[src/rtl/ttcw_pkg.sv]
// Shared types and constants for the text terminal cursor writer.
package ttcw_pkg;

    localparam int SCREEN_WIDTH_DEF  = 80;
    localparam int SCREEN_HEIGHT_DEF = 25;

    localparam int COL_W  = 7;
    localparam int ROW_W  = 5;
    localparam int ADDR_W = 11;
    localparam int CHAR_W = 8;
    localparam int DATA_W = 16;

    localparam logic [CHAR_W-1:0] CH_NEWLINE   = 8'd10;
    localparam logic [CHAR_W-1:0] CH_BACKSPACE = 8'd8;
    localparam logic [CHAR_W-1:0] CH_TAB       = 8'd9;
    localparam logic [CHAR_W-1:0] CH_SPACE     = 8'd32;
    localparam int                TAB_STEP     = 8;

    localparam logic [CHAR_W-1:0] COLOUR_RESET = 8'h07;

    typedef enum logic {
        OP_PUT = 1'b0,
        OP_SET = 1'b1
    } op_t;

    typedef struct packed {
        op_t               op;
        logic [CHAR_W-1:0] char_code;
        logic [COL_W-1:0]  cursor_x;
        logic [ROW_W-1:0]  cursor_y;
    } item_t;

    typedef struct packed {
        logic              write_enable;
        logic [ADDR_W-1:0] cell_address;
        logic [DATA_W-1:0] cell_data;
        logic [COL_W-1:0]  column_now;
        logic [ROW_W-1:0]  row_now;
    } result_t;

endpackage

[src/rtl/text_terminal_cursor_writer_unit.sv]
// Top level of the text terminal cursor writer.
//
// Input stream (s_*): one transaction per character or set-cursor request.
// s_tuser[0] selects the request: 0 put character, 1 set cursor.
// Output stream (m_*): exactly one transaction per input transaction, in order:
// an optional cell write (m_tuser[0]) with address row*SCREEN_WIDTH+column and
// data {colour, char}, plus the cursor column and row after the request.
// Config channel (cfg_*): writes the attribute byte used for cell data; it is
// always ready and is to be written only while no request is in flight.
// Path: a request accepted into the input register has its result written to the
// result register, where it is held until it is taken from m_tdata.
// Throughput: one request per cycle while m_tready does not stall the result;
// the cursor update is combinational logic between the input and result registers.
// Reset: cursor goes to row 0, column 0, attribute byte to 0x07, both
// register stages empty.
// Stall: while m_tready is low the result is held, the input register fills,
// then s_tready drops until the result is taken.
module text_terminal_cursor_writer_unit #(
    parameter int SCREEN_WIDTH  = ttcw_pkg::SCREEN_WIDTH_DEF,
    parameter int SCREEN_HEIGHT = ttcw_pkg::SCREEN_HEIGHT_DEF
) (
    input  logic        aclk,
    input  logic        aresetn,
    input  logic        s_tvalid,
    output logic        s_tready,
    input  logic [23:0] s_tdata,   // char_code[7:0], cursor_x[14:8], cursor_y[19:15], zero pad
    input  logic [0:0]  s_tuser,   // op[0]
    output logic        m_tvalid,
    input  logic        m_tready,
    output logic [39:0] m_tdata,   // cell_address[10:0], cell_data[26:11],
                                   // column_now[33:27], row_now[38:34], zero pad
    output logic [0:0]  m_tuser,   // write_enable[0]
    input  logic        cfg_valid,
    output logic        cfg_ready,
    input  logic [7:0]  cfg_data   // text_colour
);

    logic [ttcw_pkg::CHAR_W-1:0] colour_reg;

    ttcw_pkg::item_t   s_item;
    ttcw_pkg::item_t   held_item;
    ttcw_pkg::result_t step_result;
    ttcw_pkg::result_t out_result;

    logic in_valid;
    logic out_free;
    logic advance;
    logic s_load;

    assign cfg_ready = 1'b1;

    always_ff @(posedge aclk) begin
        if (!aresetn) begin
            colour_reg <= ttcw_pkg::COLOUR_RESET;
        end else if (cfg_valid && cfg_ready) begin
            colour_reg <= cfg_data;
        end
    end

    assign s_item.op        = ttcw_pkg::op_t'(s_tuser[0]);
    assign s_item.char_code = s_tdata[7:0];
    assign s_item.cursor_x  = s_tdata[14:8];
    assign s_item.cursor_y  = s_tdata[19:15];

    assign advance  = in_valid && out_free;
    assign s_tready = !in_valid || out_free;
    assign s_load   = s_tvalid && s_tready;

    ttcw_in_reg u_in_reg (
        .aclk     (aclk),
        .aresetn  (aresetn),
        .load     (s_load),
        .item_in  (s_item),
        .advance  (advance),
        .valid    (in_valid),
        .item_out (held_item)
    );

    ttcw_cursor #(
        .SCREEN_WIDTH  (SCREEN_WIDTH),
        .SCREEN_HEIGHT (SCREEN_HEIGHT)
    ) u_cursor (
        .aclk    (aclk),
        .aresetn (aresetn),
        .advance (advance),
        .item    (held_item),
        .colour  (colour_reg),
        .result  (step_result)
    );

    ttcw_out_reg u_out_reg (
        .aclk       (aclk),
        .aresetn    (aresetn),
        .load       (advance),
        .result_in  (step_result),
        .ready      (m_tready),
        .valid      (m_tvalid),
        .free       (out_free),
        .result_out (out_result)
    );

    assign m_tuser[0] = out_result.write_enable;
    assign m_tdata    = {1'b0, out_result.row_now, out_result.column_now,
                         out_result.cell_data, out_result.cell_address};

endmodule

[src/rtl/ttcw_in_reg.sv]
// Input register stage: holds one accepted item until the cursor logic takes it.
module ttcw_in_reg (
    input  logic           aclk,
    input  logic           aresetn,
    input  logic           load,
    input  ttcw_pkg::item_t item_in,
    input  logic           advance,
    output logic           valid,
    output ttcw_pkg::item_t item_out
);

    logic            valid_reg;
    logic            valid_next;
    ttcw_pkg::item_t item_reg;

    always_comb begin
        valid_next = valid_reg;
        if (load) begin
            valid_next = 1'b1;
        end else if (advance) begin
            valid_next = 1'b0;
        end
    end

    always_ff @(posedge aclk) begin
        if (!aresetn) begin
            valid_reg <= 1'b0;
        end else begin
            valid_reg <= valid_next;
        end
    end

    always_ff @(posedge aclk) begin
        if (load) begin
            item_reg <= item_in;
        end
    end

    assign valid    = valid_reg;
    assign item_out = item_reg;

endmodule

[src/rtl/ttcw_cursor.sv]
// Cursor state and the per-item update: cell write decode and new cursor position.
module ttcw_cursor #(
    parameter int SCREEN_WIDTH  = ttcw_pkg::SCREEN_WIDTH_DEF,
    parameter int SCREEN_HEIGHT = ttcw_pkg::SCREEN_HEIGHT_DEF
) (
    input  logic                          aclk,
    input  logic                          aresetn,
    input  logic                          advance,
    input  ttcw_pkg::item_t               item,
    input  logic [ttcw_pkg::CHAR_W-1:0]   colour,
    output ttcw_pkg::result_t             result
);

    localparam int COL_W  = ttcw_pkg::COL_W;
    localparam int ROW_W  = ttcw_pkg::ROW_W;
    localparam int PROD_W = COL_W + ROW_W + 1;
    localparam logic [COL_W-1:0] COL_LAST = COL_W'(SCREEN_WIDTH - 1);
    localparam logic [ROW_W-1:0] ROW_LAST = ROW_W'(SCREEN_HEIGHT - 1);

    logic [COL_W-1:0] col_reg, col_next;
    logic [ROW_W-1:0] row_reg, row_next;

    logic [ROW_W-1:0] row_inc;
    logic [COL_W:0]   tab_col;
    logic             set_ok;
    logic             we;
    logic [COL_W-1:0] wcol;
    logic [ROW_W-1:0] wrow;
    logic [ttcw_pkg::CHAR_W-1:0] wch;
    logic [PROD_W-1:0] addr_full;

    assign row_inc = (row_reg == ROW_LAST) ? '0 : row_reg + 1'b1;
    // advance to the next tab stop after the current column
    assign tab_col = ({1'b0, col_reg} + (COL_W+1)'(ttcw_pkg::TAB_STEP))
                     & ~(COL_W+1)'(ttcw_pkg::TAB_STEP - 1);
    assign set_ok  = ({1'b0, item.cursor_x} < (COL_W+1)'(SCREEN_WIDTH))
                  && ({1'b0, item.cursor_y} < (ROW_W+1)'(SCREEN_HEIGHT));

    always_comb begin
        col_next = col_reg;
        row_next = row_reg;
        we       = 1'b0;
        wch      = item.char_code;
        if (item.op == ttcw_pkg::OP_SET) begin
            if (set_ok) begin
                col_next = item.cursor_x;
                row_next = item.cursor_y;
            end
        end else begin
            case (item.char_code)
                ttcw_pkg::CH_NEWLINE: begin
                    col_next = '0;
                    row_next = row_inc;
                end
                ttcw_pkg::CH_BACKSPACE: begin
                    if (col_reg != '0) begin
                        col_next = col_reg - 1'b1;
                    end else if (row_reg != '0) begin
                        col_next = COL_LAST;
                        row_next = row_reg - 1'b1;
                    end
                    we  = 1'b1;
                    wch = ttcw_pkg::CH_SPACE;
                end
                ttcw_pkg::CH_TAB: begin
                    if (tab_col >= (COL_W+1)'(SCREEN_WIDTH)) begin
                        col_next = '0;
                        row_next = row_inc;
                    end else begin
                        col_next = tab_col[COL_W-1:0];
                    end
                end
                default: begin
                    we = 1'b1;
                    if (col_reg == COL_LAST) begin
                        col_next = '0;
                        row_next = row_inc;
                    end else begin
                        col_next = col_reg + 1'b1;
                    end
                end
            endcase
        end
    end

    // backspace writes at the new cursor, a printable byte at the old one
    assign wcol = (item.char_code == ttcw_pkg::CH_BACKSPACE) ? col_next : col_reg;
    assign wrow = (item.char_code == ttcw_pkg::CH_BACKSPACE) ? row_next : row_reg;
    assign addr_full = PROD_W'(wrow) * PROD_W'(SCREEN_WIDTH) + PROD_W'(wcol);

    always_comb begin
        result.write_enable = we;
        result.cell_address = we ? addr_full[ttcw_pkg::ADDR_W-1:0] : '0;
        result.cell_data    = we ? {colour, wch} : '0;
        result.column_now   = col_next;
        result.row_now      = row_next;
    end

    always_ff @(posedge aclk) begin
        if (!aresetn) begin
            col_reg <= '0;
            row_reg <= '0;
        end else if (advance) begin
            col_reg <= col_next;
            row_reg <= row_next;
        end
    end

    a_col_in_range: assert property (@(posedge aclk) disable iff (!aresetn)
        {1'b0, col_reg} < (COL_W+1)'(SCREEN_WIDTH))
        else $error("cursor column out of range");

    a_row_in_range: assert property (@(posedge aclk) disable iff (!aresetn)
        {1'b0, row_reg} < (ROW_W+1)'(SCREEN_HEIGHT))
        else $error("cursor row out of range");

    a_set_no_write: assert property (@(posedge aclk) disable iff (!aresetn)
        advance && item.op == ttcw_pkg::OP_SET |-> !result.write_enable)
        else $error("set-cursor produced a cell write");

    a_hold_when_idle: assert property (@(posedge aclk) disable iff (!aresetn)
        !advance |=> $stable(col_reg) && $stable(row_reg))
        else $error("cursor moved without an item");

endmodule

[src/rtl/ttcw_out_reg.sv]
// Result register: holds one result until the downstream side takes it.
module ttcw_out_reg (
    input  logic              aclk,
    input  logic              aresetn,
    input  logic              load,
    input  ttcw_pkg::result_t result_in,
    input  logic              ready,
    output logic              valid,
    output logic              free,
    output ttcw_pkg::result_t result_out
);

    logic              valid_reg;
    logic              valid_next;
    ttcw_pkg::result_t result_reg;

    assign free = !valid_reg || ready;

    always_comb begin
        valid_next = valid_reg;
        if (load) begin
            valid_next = 1'b1;
        end else if (ready) begin
            valid_next = 1'b0;
        end
    end

    always_ff @(posedge aclk) begin
        if (!aresetn) begin
            valid_reg <= 1'b0;
        end else begin
            valid_reg <= valid_next;
        end
    end

    always_ff @(posedge aclk) begin
        if (load) begin
            result_reg <= result_in;
        end
    end

    assign valid      = valid_reg;
    assign result_out = result_reg;

endmodule

[config.mk]
export PLATFORM = sky130hd
export DESIGN_NAME = text_terminal_cursor_writer_unit
export DESIGN_NICKNAME = d
export VERILOG_FILES = /design/src/rtl/ttcw_pkg.sv /design/src/rtl/text_terminal_cursor_writer_unit.sv /design/src/rtl/ttcw_in_reg.sv /design/src/rtl/ttcw_cursor.sv /design/src/rtl/ttcw_out_reg.sv
export SDC_FILE = /design/constraint.sdc
export NUM_CORES = 1
export LEC_CHECK = 0
export BUFFER_PORTS_ARGS = -buffer_cell sky130_fd_sc_hd__clkbuf_2
export CELL_PAD_IN_SITES_DETAIL_PLACEMENT = 1
export CELL_PAD_IN_SITES_GLOBAL_PLACEMENT = 2
export CORE_ASPECT_RATIO = 0.8
export CORE_MARGIN = 3
export CORE_UTILIZATION = 37
export CTS_BUF_LIST = sky130_fd_sc_hd__clkbuf_2
export DETAILED_ROUTE_END_ITERATION = 8
export HOLD_SLACK_MARGIN = 0.08
export PLACE_DENSITY = 0.88
export SETUP_SLACK_MARGIN = 0.05
export SLEW_MARGIN = 30
export SYNTH_ARGS = -nofsm -noshare
export SYNTH_HDL_FRONTEND = slang
export SYNTH_SLANG_ARGS = --single-unit
[constraint.sdc]
create_clock -name aclk -period 6.25 [get_ports aclk]
set_input_delay 0.3125 -clock aclk [delete_from_list [all_inputs] [get_ports aclk]]
set_output_delay 0.3125 -clock aclk [all_outputs]
set_load 0.005 [all_outputs]
==> qor.yml <==
layout:
  final_cell_mix: "85 x clkbuf_2, 61 x edfxtp_1, 44 x nand2_1, 34 x dlygate4sd3_1, 32 x a21oi_1"
  finalNetCount: 626
  largest_reg_flops: 40
  fin_area_um2: 5700
  finalNonFillerCells: 745
  drive_gt1_share_pct: 19.55
  layout_commonest_cell: "clkbuf_2"
  area_growth_pct: 20.31
power:
  clkPwrFrac_pct: 24.4
  p_seq_share_pct: 56.7
  irDropWorstVdd_mv: 0.09777
  internal_power_uw: 808.7
  p_switching_uw: 344.7
  leakage_nw: 2.277
  swShare_pct: 29.88
  p_comb_share_pct: 18.9
  powerDensity_nw_per_um2: 202.3
place:
  placed_cells: 694
  gp_congestion: 0.8643
  dpl_cell_area_um2: 5249
  hpwl_um: 9961
  port_buffers: 75
sta:
  setup_tns_ns: 0
  tightestPinTransition_ns: 0.7611
  relSlewSlack_pct: 48.61
  fmax_mhz: 194.7
  finalCritPeriodShare_pct: 82.19
  layout_min_cycle_time_ns: 5.137
  finalHoldViolCount: 0
  hold_slack_ns: 0.1613
  setup_viol: 0
  rsz0062_at_grt: "false"
  drv_slew: 0
  clock_skew_ns: 0.03741
synthesis:
  synth_edf_count: 61
  synth_top_cell_by_area: "edfxtp_1"
  yosys.area.top_type_share_pct: 38.66
  synth_cell_types: 67
  synthTopCellsByArea: "edfxtp_1 39%, dfxtp_1 9.3%, ha_1 4.8%"
  syn-instance-count: 469
  synth_seq_area_share_pct: 47.95
  postSynthAreaPerCell_um2: 10.10
  synth_ff_type: "edfxtp_1"
  async_flop_share_pct: 0
  syn-num-nets: 527
  synthesis.area_um2: 4738
  yosysWarningCount: 0
  synth_seq_cells: 83
clocking:
  cts.sinks: 83
  path_clk_slew_ns: 0.22
  numCtsBuffers: 9
  clockRootBuffer: "clkbuf_2"
  clk_latency_ns: 0.61
  postCtsSetupBuffers: 0
  htree_num_levels: 3
  clockBufferDepth: 2
  cts_tree: "built"
drt:
  drt-initial-drc-count: 293
  drt-total-wl_um: 14190
  drt.antenna.violating_nets: 0
  viasPerCell: 5.583
  drt-pass1-iter-count: 4
  dr_total_vias: 4159
  post_drt_wl_per_cell_um: 19.04
  drc_errors: 0
setup_path:
  cp-end-kind: "register"
  r2r_end: "u_out_reg.result_out[38]$_SDFFCE_PN0P_"
  crit_path_start_kind: "register"
  required_ns: 6.60
  cp_max_fo: 10
  cp.arrival_ns: 5.48
  timing.rr.start: "u_cursor.row_reg[0]$_SDFFE_PN0P_"
  r2r_setup_slack_ns: 1.11
  critical_path_class: "register to register"
  ff2ff_path_depth: 18
global_route:
  grt_max_degree: 53
  grt_pass1_vias: 4229
  grt-ovfl-total: 0
  grt_usage_pct: 20.36
  grt_pass1_wl_um: 22550
  antenna_found_initial: 0
hold_path:
  worstHoldPathCells: 2
  holdCritPathClass: "input port to register"
  hp-start: "aresetn"
  hold_path_end: "colour_reg[1]$_SDFFE_PN1P_"
floorplan:
  dieArea_um2: 14210
  io_pins: 82
  start_util_pct: 38.39
  dieHeight_um: 107.2
  fp-row-count: 36
  core_area_um2: 12340
  die_width_um: 132.5
status:
  status: "complete, no violations"
run:
  drv_cap: 0
-- power groups by stage --
stage | registers, mW | logic [mW] | clock network, mW
after detailed placement | 0.666 | 0.198 | 0
after floorplan | 0.654 | 0.137 | 0
after global placement | 0.664 | 0.193 | 0
after global routing | 0.659 | 0.242 | 0.310
final | 0.654 | 0.218 | 0.281
after CTS | 0.654 | 0.216 | 0.291
-- repair_timing --
action	in CTS	in global routing
resized for setup	0	0
hold buffers	34	0
hold endpoints to repair	31	0
-- worst max path at each step --
stage,start,slack [ns],depth (start not counted),end
6_report,u_cursor.row_reg[0]$_SDFFE_PN0P_,1.11,18,u_out_reg.result_out[38]$_SDFFCE_PN0P_
5_1_grt,u_cursor.col_reg[4]$_SDFFE_PN0P_,0.83,17,u_out_reg.result_out[38]$_SDFFCE_PN0P_
4_1_cts,u_cursor.row_reg[0]$_SDFFE_PN0P_,1.22,18,u_out_reg.result_out[38]$_SDFFCE_PN0P_
3_5_place_dp,u_cursor.row_reg[0]$_SDFFE_PN0P_,1.25,18,u_out_reg.result_out[38]$_SDFFCE_PN0P_
3_3_place_gp,u_cursor.row_reg[0]$_SDFFE_PN0P_,1.35,18,u_out_reg.result_out[38]$_SDFFCE_PN0P_
2_1_floorplan,u_cursor.col_reg[4]$_SDFFE_PN0P_,1.94,17,u_out_reg.result_out[38]$_SDFFCE_PN0P_
-- final cells by class --
| class | count | area (um2) |
|---|---|---|
| clock inverters | 6 | 57.56 |
| diodes | 1 | 2.502 |
| well taps | 171 | 214.0 |
| multi-input cells | 340 | 2280 |
| flip-flops and latches | 83 | 2272 |
| clock buffers | 10 | 50.05 |
| repair buffers | 113 | 745.7 |
| inverters | 21 | 78.83 |
| fillers | 1462 | 6641 |
-- worst max-delay path, cell delays in order, from the launching register on --
cell and delay (ns):
dfxtp_1 0.47, inv_1 0.19, ha_1 0.34, or4b_1 0.56
and3_1 0.27, o21ai_0 0.17, o22ai_1 0.11, nor3_1 0.46
a21oi_1 0.23, ha_1 0.26, ha_1 0.23, inv_1 0.09
fa_1 0.43, nand2b_1 0.21, or4_1 0.48, a21oi_1 0.14
a221oi_1 0.08, xor2_1 0.15, nor2_1 0.05
-- synthesized netlist by cell type (3+ instances only) --
master	number
o22ai_1	6
nand2b_1	5
o31ai_1	7
and3_1	8
or4_1	4
dfxtp_1	22
a21o_1	5
or3_1	3
nor2_1	31
nand4_1	9
buf_2	3
xnor2_1	8
o21a_1	4
and2_1	14
nor3_1	6
o211ai_1	3
a211oi_1	5
a31oi_1	7
inv_1	21
edfxtp_1	61
buf_4	3
xor2_1	4
mux2i_1	13
o21ai_0	30
nor2b_1	9
a21oi_1	32
nand2_1	44
a211o_1	5
ha_1	18
nand3_1	14
clkbuf_1	17
-- per-layer routing --
metal  global-route usage [%]  vias to the layer above  part of all wire, %
met4                    6.973                        0                  2.0
met1                    26.45                     2082                   45
met2                    33.39                      116                   47
li1                         -                     1941                    -
met3                    4.972                       20                  6.0
met5                        0                        -                    0
-- stage by stage --
stage / setup WS [ns] / power [mW] / util [%]
final: 1.113 / 1.153 / 46.19
after CTS: 1.215 / 1.162 / 46.16
after detailed placement: 1.251 / 0.8644 / 42.53
after global routing: 0.8349 / 1.211 / 46.17
after global placement: 1.354 / 0.8570 / 42.53
after floorplan: 1.942 / 0.7912 / -
-- cells by family (layout without fill, tap and decap cells) --
group	after synthesis	after routing	share of synthesized area (%)
DFF	83	83	47.95
xor gates and xnor gates	12	12	2.218
adders and majority gates	20	20	5.598
buffers and inverters	46	150	3.961
AOI/OAI and AO/OA	130	130	18.38
and+or+nand+nor	161	161	18.51
other	2	3	0.1585
muxes	15	15	3.221
(Power assumes the default switching activity.)
